--- src/hw/rtl/abtb_pkg.sv ---
// Shared types, register indexes and helper functions for the alpha blend block.
package abtb_pkg;

   localparam int SAMPLE_W   = 16;
   localparam int DEPTH_W    = 5;
   localparam int CSR_IDX_W  = 3;
   localparam int TILE_SHIFT = 5;

   localparam logic [DEPTH_W-1:0] DEPTH_MIN = 5'd8;
   localparam logic [DEPTH_W-1:0] DEPTH_MAX = 5'd16;
   localparam logic [1:0]         LUMA_PLANE = 2'd0;

   typedef enum logic [CSR_IDX_W-1:0] {
      REG_BIT_DEPTH         = 3'd0,
      REG_CHECKERBOARD_MODE = 3'd1,
      REG_RGB_LAYOUT        = 3'd2,
      REG_ALPHA_SUBSAMPLE   = 3'd3,
      REG_SWAP_BYTES        = 3'd4
   } csr_index_type;

   typedef enum logic [1:0] {
      SUB_SINGLE = 2'd0,
      SUB_PAIR   = 2'd1,
      SUB_QUAD   = 2'd2
   } subsample_type;

   typedef struct packed {
      logic [DEPTH_W-1:0] bit_depth;
      logic               checkerboard_mode;
      logic               rgb_layout;
      logic [1:0]         alpha_subsample;
      logic               swap_bytes;
   } csr_type;

   typedef struct packed {
      logic [SAMPLE_W-1:0] sample;
      logic [SAMPLE_W-1:0] alpha;
      logic [SAMPLE_W-1:0] target;
      logic [DEPTH_W-1:0]  depth;
   } job_type;

   typedef struct packed {
      logic full;
      logic empty;
   } queue_status_type;

   function automatic logic [SAMPLE_W-1:0] depth_max(input logic [DEPTH_W-1:0] d);
      logic [SAMPLE_W:0] m;
      m = (17'd1 << d) - 17'd1;
      return m[SAMPLE_W-1:0];
   endfunction

   function automatic logic [SAMPLE_W-1:0] depth_half(input logic [DEPTH_W-1:0] d);
      logic [SAMPLE_W:0] h;
      h = 17'd1 << (d - 5'd1);
      return h[SAMPLE_W-1:0];
   endfunction

endpackage

--- src/hw/rtl/abtb_front.sv ---
// Front end: formats the sample and alphas, picks the alpha and the background level.
module abtb_front (
   input  abtb_pkg::csr_type  csr,
   input  logic [15:0]        sample_in,
   input  logic [15:0]        alpha_first,
   input  logic [15:0]        alpha_second,
   input  logic [15:0]        alpha_third,
   input  logic [15:0]        alpha_fourth,
   input  logic [1:0]         plane_index,
   input  logic [15:0]        column_pos,
   input  logic [15:0]        row_pos,
   output abtb_pkg::job_type  job
);
   import abtb_pkg::*;

   function automatic logic [SAMPLE_W-1:0] prep(input logic [SAMPLE_W-1:0] v,
                                                input logic eight, input logic swap);
      logic [SAMPLE_W-1:0] r;
      if (eight) begin
         r = {8'h00, v[7:0]};
      end else if (swap) begin
         r = {v[7:0], v[15:8]};
      end else begin
         r = v;
      end
      return r;
   endfunction

   logic [DEPTH_W-1:0]  depth;
   logic                eight;
   logic                swap;
   logic                chroma;
   logic [SAMPLE_W-1:0] s;
   logic [SAMPLE_W-1:0] a0, a1, a2, a3;
   logic [SAMPLE_W:0]   pair_sum;
   logic [SAMPLE_W+1:0] quad_sum;
   logic [SAMPLE_W-1:0] alpha_raw;
   logic [SAMPLE_W-1:0] maxv;
   logic [SAMPLE_W-1:0] quarter;
   logic [SAMPLE_W-1:0] three_quarter;
   logic [SAMPLE_W-1:0] xy;
   logic [SAMPLE_W-1:0] target;
   logic [SAMPLE_W:0]   q_ext;

   always_comb begin
      priority if (csr.bit_depth < DEPTH_MIN) begin
         depth = DEPTH_MIN;
      end else if (csr.bit_depth > DEPTH_MAX) begin
         depth = DEPTH_MAX;
      end else begin
         depth = csr.bit_depth;
      end
   end

   assign eight  = (depth == DEPTH_MIN);
   assign swap   = !eight && csr.swap_bytes;
   assign chroma = (plane_index != LUMA_PLANE);

   assign s  = prep(sample_in, eight, swap);
   assign a0 = prep(alpha_first, eight, swap);
   assign a1 = prep(alpha_second, eight, swap);
   assign a2 = prep(alpha_third, eight, swap);
   assign a3 = prep(alpha_fourth, eight, swap);

   assign pair_sum = {1'b0, a0} + {1'b0, a1};
   assign quad_sum = {2'b00, a0} + {2'b00, a1} + {2'b00, a2} + {2'b00, a3} + 18'd2;

   always_comb begin
      priority if (chroma && csr.alpha_subsample == SUB_PAIR) begin
         alpha_raw = pair_sum[SAMPLE_W:1];
      end else if (chroma && csr.alpha_subsample == SUB_QUAD) begin
         alpha_raw = quad_sum[SAMPLE_W+1:2];
      end else begin
         alpha_raw = a0;
      end
   end

   assign maxv          = depth_max(depth);
   assign q_ext         = 17'd1 << (depth - 5'd2);
   assign quarter       = q_ext[SAMPLE_W-1:0];
   assign three_quarter = {quarter[SAMPLE_W-2:0], 1'b0} + quarter;
   assign xy            = column_pos ^ row_pos;

   always_comb begin
      priority if (chroma && !csr.rgb_layout) begin
         target = depth_half(depth);
      end else if (csr.checkerboard_mode) begin
         target = xy[TILE_SHIFT] ? three_quarter : quarter;
      end else begin
         target = '0;
      end
   end

   always_comb begin
      job.sample = s;
      job.alpha  = (alpha_raw > maxv) ? maxv : alpha_raw;
      job.target = target;
      job.depth  = depth;
   end

endmodule

--- src/hw/rtl/abtb_queue.sv ---
// Short queue of classified jobs between the front end and the blend pipeline.
module abtb_queue #(
   parameter int DEPTH = 4
) (
   input  logic                       clock,
   input  logic                       reset,
   input  logic                       push,
   input  abtb_pkg::job_type          push_data,
   input  logic                       pop,
   output abtb_pkg::job_type          pop_data,
   output abtb_pkg::queue_status_type status
);
   import abtb_pkg::*;

   localparam int PTR_W = (DEPTH > 1) ? $clog2(DEPTH) : 1;
   localparam int CNT_W = $clog2(DEPTH + 1);

   job_type            entries_ff [DEPTH];
   logic [PTR_W-1:0]   wr_ptr_ff, wr_ptr_in;
   logic [PTR_W-1:0]   rd_ptr_ff, rd_ptr_in;
   logic [CNT_W-1:0]   count_ff, count_in;
   logic               do_push;
   logic               do_pop;

   assign status.full  = (count_ff == CNT_W'(DEPTH));
   assign status.empty = (count_ff == '0);
   assign do_push      = push && !status.full;
   assign do_pop       = pop && !status.empty;
   assign pop_data     = entries_ff[rd_ptr_ff];

   always_comb begin
      wr_ptr_in = wr_ptr_ff;
      rd_ptr_in = rd_ptr_ff;
      count_in  = count_ff;
      if (do_push) begin
         wr_ptr_in = (wr_ptr_ff == PTR_W'(DEPTH - 1)) ? '0 : wr_ptr_ff + 1'b1;
      end
      if (do_pop) begin
         rd_ptr_in = (rd_ptr_ff == PTR_W'(DEPTH - 1)) ? '0 : rd_ptr_ff + 1'b1;
      end
      if (do_push && !do_pop) begin
         count_in = count_ff + 1'b1;
      end else if (do_pop && !do_push) begin
         count_in = count_ff - 1'b1;
      end
   end

   always_ff @(posedge clock) begin
      if (reset) begin
         wr_ptr_ff <= '0;
         rd_ptr_ff <= '0;
         count_ff  <= '0;
      end else begin
         wr_ptr_ff <= wr_ptr_in;
         rd_ptr_ff <= rd_ptr_in;
         count_ff  <= count_in;
      end
   end

   always_ff @(posedge clock) begin
      if (do_push) begin
         entries_ff[wr_ptr_ff] <= push_data;
      end
   end

endmodule

--- src/hw/rtl/abtb_back.sv ---
// Blend pipeline: products, weighted sum, rounding and clamp into the output register.
module abtb_back (
   input  logic               clock,
   input  logic               reset,
   input  logic               job_valid,
   input  abtb_pkg::job_type  job,
   output logic               job_pop,
   output logic               rsp_valid,
   input  logic               rsp_ready,
   output logic [15:0]        rsp_blended_sample
);
   import abtb_pkg::*;

   localparam int PROD_W = 2 * SAMPLE_W;
   localparam int SUM_W  = PROD_W + 2;

   logic                 v1_ff, v2_ff, v3_ff;
   logic                 adv1, adv2, adv3;
   logic                 take2, take3;

   logic [PROD_W-1:0]    p_sa_ff, p_tb_ff;
   logic [DEPTH_W-1:0]   d1_ff, d2_ff;
   logic [SUM_W-1:0]     u_ff, u_in;
   logic [SAMPLE_W-1:0]  out_ff, out_in;
   logic [SAMPLE_W-1:0]  maxv1;
   logic [SAMPLE_W-1:0]  maxv2;
   logic [SAMPLE_W-1:0]  weight;
   logic [SUM_W:0]       w;
   logic [SUM_W:0]       r;

   assign adv3    = !v3_ff || rsp_ready;
   assign take3   = v2_ff && adv3;
   assign adv2    = !v2_ff || adv3;
   assign take2   = v1_ff && adv2;
   assign adv1    = !v1_ff || adv2;
   assign job_pop = job_valid && adv1;

   assign maxv1  = depth_max(job.depth);
   assign weight = maxv1 - job.alpha;

   assign u_in = {2'b00, p_sa_ff} + {2'b00, p_tb_ff} + SUM_W'(depth_half(d1_ff));

   assign maxv2  = depth_max(d2_ff);
   assign w      = {1'b0, u_ff} + ({1'b0, u_ff} >> d2_ff);
   assign r      = w >> d2_ff;
   assign out_in = (r > (SUM_W + 1)'(maxv2)) ? maxv2 : r[SAMPLE_W-1:0];

   always_ff @(posedge clock) begin
      if (reset) begin
         v1_ff <= 1'b0;
         v2_ff <= 1'b0;
         v3_ff <= 1'b0;
      end else begin
         if (adv1) begin
            v1_ff <= job_valid;
         end
         if (adv2) begin
            v2_ff <= v1_ff;
         end
         if (adv3) begin
            v3_ff <= v2_ff;
         end
      end
   end

   always_ff @(posedge clock) begin
      if (job_pop) begin
         p_sa_ff <= job.sample * job.alpha;
         p_tb_ff <= job.target * weight;
         d1_ff   <= job.depth;
      end
      if (take2) begin
         u_ff  <= u_in;
         d2_ff <= d1_ff;
      end
      if (take3) begin
         out_ff <= out_in;
      end
   end

   assign rsp_valid          = v3_ff;
   assign rsp_blended_sample = out_ff;

endmodule

--- src/hw/rtl/alpha_blend_to_background.sv ---
// Top level of the alpha blend to background block: registers, front end, queue, pipeline.
//
// Usage:
//   Input channel req_*: one colour-component sample with up to four alpha
//   samples, its plane index and pixel position, one beat per item.
//   Result channel rsp_*: one blended sample per input beat, in order.
//   Configuration csr_*: write-only registers, written with csr_we while idle.
// Path: an accepted beat passes through the queue, the product stage, the sum
//   stage and the output register, in that order.
// Throughput: one item per cycle with rsp_ready high, set by the single multiply pipeline.
// Reset: synchronous; empties the queue and the pipeline and loads the
//   registers with depth 8, checkerboard on, YUV layout, single alpha, no swap.
// Stall: when rsp_ready is low the output register holds its beat; the
//   pipeline stages behind it fill, then the queue of QUEUE_DEPTH entries,
//   and only then does req_ready drop.
module alpha_blend_to_background #(
   parameter int QUEUE_DEPTH = 4
) (
   input  logic        clock,
   input  logic        reset,
   input  logic        req_valid,
   output logic        req_ready,
   input  logic [15:0] req_sample_in,
   input  logic [15:0] req_alpha_first,
   input  logic [15:0] req_alpha_second,
   input  logic [15:0] req_alpha_third,
   input  logic [15:0] req_alpha_fourth,
   input  logic [1:0]  req_plane_index,
   input  logic [15:0] req_column_pos,
   input  logic [15:0] req_row_pos,
   output logic        rsp_valid,
   input  logic        rsp_ready,
   output logic [15:0] rsp_blended_sample,
   input  logic        csr_we,
   input  logic [2:0]  csr_index,
   input  logic [4:0]  csr_wdata
);
   import abtb_pkg::*;

   csr_type          csr_ff;
   job_type          front_job;
   job_type          queue_job;
   queue_status_type queue_status;
   logic             job_pop;

   always_ff @(posedge clock) begin
      if (reset) begin
         csr_ff.bit_depth         <= 5'd8;
         csr_ff.checkerboard_mode <= 1'b1;
         csr_ff.rgb_layout        <= 1'b0;
         csr_ff.alpha_subsample   <= SUB_SINGLE;
         csr_ff.swap_bytes        <= 1'b0;
      end else if (csr_we) begin
         unique case (csr_index)
            REG_BIT_DEPTH:         csr_ff.bit_depth         <= csr_wdata;
            REG_CHECKERBOARD_MODE: csr_ff.checkerboard_mode <= csr_wdata[0];
            REG_RGB_LAYOUT:        csr_ff.rgb_layout        <= csr_wdata[0];
            REG_ALPHA_SUBSAMPLE:   csr_ff.alpha_subsample   <= csr_wdata[1:0];
            REG_SWAP_BYTES:        csr_ff.swap_bytes        <= csr_wdata[0];
            default: ;
         endcase
      end
   end

   abtb_front u_front (
      .csr          (csr_ff),
      .sample_in    (req_sample_in),
      .alpha_first  (req_alpha_first),
      .alpha_second (req_alpha_second),
      .alpha_third  (req_alpha_third),
      .alpha_fourth (req_alpha_fourth),
      .plane_index  (req_plane_index),
      .column_pos   (req_column_pos),
      .row_pos      (req_row_pos),
      .job          (front_job)
   );

   assign req_ready = !queue_status.full;

   abtb_queue #(
      .DEPTH (QUEUE_DEPTH)
   ) u_queue (
      .clock     (clock),
      .reset     (reset),
      .push      (req_valid),
      .push_data (front_job),
      .pop       (job_pop),
      .pop_data  (queue_job),
      .status    (queue_status)
   );

   abtb_back u_back (
      .clock              (clock),
      .reset              (reset),
      .job_valid          (!queue_status.empty),
      .job                (queue_job),
      .job_pop            (job_pop),
      .rsp_valid          (rsp_valid),
      .rsp_ready          (rsp_ready),
      .rsp_blended_sample (rsp_blended_sample)
   );

endmodule

--- config.mk ---
export PLATFORM = sky130hd
export DESIGN_NAME = alpha_blend_to_background
export DESIGN_NICKNAME = d
export VERILOG_FILES = /design/src/hw/rtl/abtb_pkg.sv /design/src/hw/rtl/abtb_front.sv /design/src/hw/rtl/abtb_queue.sv /design/src/hw/rtl/abtb_back.sv /design/src/hw/rtl/alpha_blend_to_background.sv
export SDC_FILE = /design/constraint.sdc
export NUM_CORES = 2
export LEC_CHECK = 0
export ABC_CLOCK_PERIOD_IN_PS = 17600
export BUFFER_PORTS_ARGS = -buffer_cell sky130_fd_sc_hd__buf_4
export CORE_UTILIZATION = 50
export DETAILED_ROUTE_END_ITERATION = 10
export HOLD_SLACK_MARGIN = 0.06
export PLACE_DENSITY = 0.66
export SYNTH_ARGS = -nofsm -noshare
export SYNTH_HDL_FRONTEND = slang
export SYNTH_SLANG_ARGS = --single-unit
export TNS_END_PERCENT = 20
--- constraint.sdc ---
create_clock -name clock -period 17.6 [get_ports clock]
set_clock_uncertainty 0.1 [all_clocks]
set_input_delay 3.52 -clock clock [delete_from_list [all_inputs] [get_ports clock]]
set_output_delay 3.52 -clock clock [all_outputs]
set_load 0.01 [all_outputs]
Word-level counts from Yosys, hierarchy flattened. Memories as Yosys holds them, arrays and structs flattened. A register that Yosys moved wholly into a read port is not among the register bits. Index checks and enable logic that the tools add are counted. Widths: inputs -> output; s select.

$add $sub $neg: 20. Multiply operators: 2. Order comparisons: 4. Equal/unequal tests: 10. Shifts and indexed selects: 8. Muxes and demuxes: 27. Bitwise gates (word level): 1. Reductions and logical operators: 32.

Operators with widths (count): $mux 16 (17); $shl 1x5->16 const A (6); $mul 16x16->32 (2); $sub 16x1->16 const B (3); $add 18x16->18 (2); $add 34x35->35 (1); $gt 35x16->1 (1); $shr 34x5->35 (1); $shr 35x5->35 (1); $add 16x16->17 (2); $add 34x16->34 (1); $add 32x32->33 (1); $add 18x2->18 const B (1); $add 16x16->16 (1); $gt 16x16->1 (1); $sub 16x16->16 (1); $logic_and 1x1->1 (11); $mux 5 (2); $reduce_and 2->1 (5); $sub 5x1->5 const B (2); $logic_not 1->1 (9); $mux 2 (4); $eq 2x2->1 const B (3); $eq 3x2->1 const B (2); other kinds (16) (24).

Register bits: 144. Memory bits (writable): 212. Bits of input ports: 127. Logic and storage cells: 122. Memories: 1.

Memory list: u_queue.entries_ff (depth 4, bits a word 53, rd ports 1, clocked after memory_dff 1, write ports 1, RTL line abtb_queue.sv:18) `job_type entries_ff [DEPTH];`.

Depth between registers and ports, before layout.
Depth after elaboration: 16. Mapped depth: 44. Gate-level depth less buffers: 40.

Cells and area by module. Synthesis repeated with hierarchy kept, for this count alone.

Cell total of the unflattened synthesis: 4556. Area, all modules: 44032.2 um^2.

By module, submodules not included: abtb_back (instances 1, cells each 3435, area each 29862.4 um^2, sequential area each 3783.6 um^2); abtb_queue (instances 1, cells each 327, area each 8152.8 um^2, sequential area each 6546.3 um^2); abtb_front (instances 1, cells each 750, area each 5547.8 um^2, sequential area each 0.0 um^2); alpha_blend_to_background (instances 1, cells each 44, area each 469.2 um^2, sequential area each 200.2 um^2).

Worst setup path after synthesis. OpenSTA, ideal clock, no wires.

Path kind: register to register. From: reg with a tool-made name. To: reg u_back.p_tb_ff[30], data pin. Setup time: 0.258 ns. Arrival: 10.313 ns. Path slack: 6.929 ns. Cell stages (with the launch flop): 43. Buffers on the path: 5. Clock period less this slack: 10.671 ns. Path through: dfxtp_1 -> clkbuf_1 -> clkbuf_1 -> buf_1 -> clkbuf_1 -> nand2_1 -> o21a_1 -> inv_1 -> ha_1 -> a21oi_1 -> o21bai_1 -> a21oi_1 -> o21bai_1 -> a21oi_1 -> o21bai_1 -> a21oi_1 -> o21ai_0 -> and2_1 -> [7 not listed] -> fa_1 -> fa_1 -> fa_1 -> inv_1 -> fa_1 -> inv_1 -> ha_1 -> nand3_1 -> a311oi_1 -> nor2_1 -> a211o_1 -> o2111a_1 -> nor3b_1 -> a41oi_1 -> a21oi_1 -> a21o_1 -> a21oi_1 -> xnor2_1.

RTL lines: to (signal assigned) (RTL line abtb_back.sv:69) `p_tb_ff <= job.target * weight;`; to (decl) (RTL line abtb_back.sv:21) `logic [PROD_W-1:0] p_sa_ff, p_tb_ff;`.

==> out/results.ini <==
[sta]
relSlewSlack_pct=23.6
clock.fmax_mhz=82.0
layout_min_cycle_time_ps=12190
drv_slew=0
worstMarginPinSlew_ps=1140
rsz0062_at_grt=false
setup-violations-final=0
fin_crit_sh_pct=69.3
setup_tns_ps=0
hold_viol=0
holdWs_ps=414

[worst_hold_path]
min_path_type=flip-flop to flip-flop
holdPathEnd=u_queue.count_ff[2]$_SDFFE_PP0P_
min_from=u_queue.count_ff[2]$_SDFFE_PP0P_
worstHoldPathCells=2

[route]
dr.pass1.iters=9
drc=2
vias=34912
routed_via_density=5.80
drt_iter0_markers=2481
wl_um=116000
drtAntennaViolNets=0
wl_per_cell_um=19.3

[cts]
cts_tree=yes
clockRootBuffer=clkbuf_16
post_cts_resized=0
cts_buffers=39
cts.sinks=358
htreeDepth=2
insertion_delay_ps=600
cts.hold.buffers_added=0
post_cts_buffers=0
clk_pin_slew_ps=60
cts_max_path_buffers=3

[global_routing]
grt_max_degree=72
antenna_found_initial=1
grt_pass1_wl_um=185000
grt_pass1_vias=34513
grt_usage_pct=25.7
grt_overflow=0

[die]
die_height_um=301
dieArea_um2=90700
num_io_pins=145
start_util_pct=50.5
row_count=109
core_area_um2=88500
die_x_um=301

[synthesis]
syn_inst=4826
synth_warnings=0
synth_flop_cell=edfxtp_1
syn_area_um2=44700
synthArstFlopShare_pct=0
yosysUniqueCellTypes=99
synth-seq-area-share_pct=23.5
synth_edf_count=336
ys_seq_elements=358
syn_avg_cell_area_um2=9.27

[setup_path]
worst_path_largest_cell_delay_ps=960
startpoint_type=flip-flop
cpMaxStageDelayCell=a21boi_1
worstPathRequired_ps=17850
path_class=flip-flop to flip-flop
cp-end-kind=flip-flop
cp_max_fo=38
reg2reg_depth=39
cp.arrival_ps=12440
r2r_slack_ps=5410
r2r-end=u_back.p_tb_ff[30]$_DFFE_PP_

[outcome]
violations=design-rule violations
status=finished, violations left

[placed_design]
dp_hpwl_um=89600
gp_congestion=0.956
dp.cells=5946
io_buffer_count=114

[final_layout]
fin_cells=6016
syn_to_final_growth_pct=7.27
layout.nets=5755
diodes=0
drive_gt1_share_pct=9.48

[flow_run]
maxCapViolCount=0

-- cells by family (layout without fill, tap and decap cells) --
logic type,count (synthesis),count (layout),synth area share [%]
xor gates and xnor gates,174,174,3.41
buffers and inverters,812,833,6.88
muxes,291,291,8.52
AOI/OAI and AO/OA,860,860,12.7
DFF,358,358,23.5
and+or+nand+nor,1523,1523,15.5
other,2,6,0.0168
adders and majority gates,806,806,29.4
-- per-layer routing --
layer / global-route usage, % / share of wire [%] / wire (um) / up-vias
met5: 0 / 0 / 0 / -
met4: 7.24 / 2.7 / 3150 / 0
met3: 2.78 / 5.2 / 6020 / 180
met2: 45.0 / 49 / 57300 / 991
met1: 33.7 / 43 / 49800 / 17176
li1: - / - / - / 16565
-- flip-flops by register name, indices dropped and copies added (netlist names), named ones only --
name / cells
csr_ff: 10
u_back.d1_ff: 5
u_back.d2_ff: 5
u_back.p_sa_ff: 32
u_back.p_tb_ff: 32
u_back.rsp_blended_sample: 16
u_back.rsp_valid: 1
u_back.u_ff: 34
u_back.v1_ff: 1
u_back.v2_ff: 1
u_queue.count_ff: 3
u_queue.entries_ff: 212
u_queue.rd_ptr_ff: 2
u_queue.wr_ptr_ff: 2
-- worst max-delay path: cells and delay by family, from the launching register on --
family | cells | cell delay, ps
compound gates | 18 | 4260
fa+ha+maj | 8 | 3590
buf+inv | 6 | 1370
simple gates | 5 | 970
mux | 1 | 760
flops | 1 | 700
xor+xnor | 1 | 130
-- stage by stage --
stage	instance area, um2	utilization (%)	setup slack (ps)
floorplan	44700	-	6930
global placement	46700	52.8	5510
detailed placement	46700	52.8	5390
CTS	48000	54.2	5370
global route	48000	54.2	4570
finish	48000	54.2	5410
-- cells in the final DEF (no fill, tap or decap), types with 33 or more instances in the layout --
cell and count:
nor3_1 89, inv_1 589, nand2_1 581, o211ai_1 33, o21a_1 45, xnor2_1 112, clkbuf_16 39, a21o_1 69
ha_1 396, nand2b_1 58, a31oi_1 38, edfxtp_1 336, a211oi_1 46, and2_1 120, xor2_1 56, mux4_2 60
buf_4 172, a21oi_1 237, nor2b_1 46, o21ai_0 154, mux2_2 99, mux2i_1 122, nand3_1 87, nor2_1 398
nand4_1 33, fa_1 410
-- worst max path at each step --
stage	startpoint	slack, ps	depth (start not counted)	end
global placement	flip-flop	5510	39	u_back.p_tb_ff[30]$_DFFE_PP_
floorplan	flip-flop	6930	42	u_back.p_tb_ff[30]$_DFFE_PP_
detailed placement	flip-flop	5390	39	u_back.p_tb_ff[30]$_DFFE_PP_
finish	flip-flop	5410	39	u_back.p_tb_ff[30]$_DFFE_PP_
CTS	flip-flop	5370	39	u_back.p_tb_ff[30]$_DFFE_PP_
global route	flip-flop	4570	39	u_back.p_tb_ff[30]$_DFFE_PP_
-- final cells by class --
type,instances,area [um2]
timing repair buffer,172,1290
multi-input combinational,3660,31200
inverter,591,2220
clock inverter,23,249
sequential,358,10500
fill,8001,40500
clock buffer,47,1010
tap,1165,1460
-- cell usage after synthesis (18+ instances only) --
library cell / count / area (um2)
a21oi_1: 238 / 1190
mux4_2: 60 / 1350
a31oi_1: 38 / 238
clkbuf_1: 175 / 657
o21ai_0: 156 / 781
and3_1: 26 / 163
nor2_1: 398 / 1490
nor2b_1: 48 / 300
o21a_1: 45 / 338
a211oi_1: 47 / 353
and2_1: 120 / 751
edfxtp_1: 336 / 10100
nand2_1: 581 / 2180
nand3_1: 87 / 435
nand2b_1: 58 / 363
buf_1: 29 / 109
fa_1: 410 / 8210
or3_1: 22 / 138
xnor2_1: 115 / 1010
o21bai_1: 30 / 225
o22ai_1: 18 / 113
mux2i_1: 122 / 1220
ha_1: 396 / 4950
nor3_1: 89 / 445
xor2_1: 59 / 517
dfxtp_1: 22 / 440
nand4_1: 33 / 206
o211ai_1: 33 / 248
a21o_1: 69 / 518
mux2_2: 99 / 1110
inv_1: 590 / 2210
Power is not shown: default switching activity piles up to over one toggle a cycle in this logic, so the estimate is an artifact.
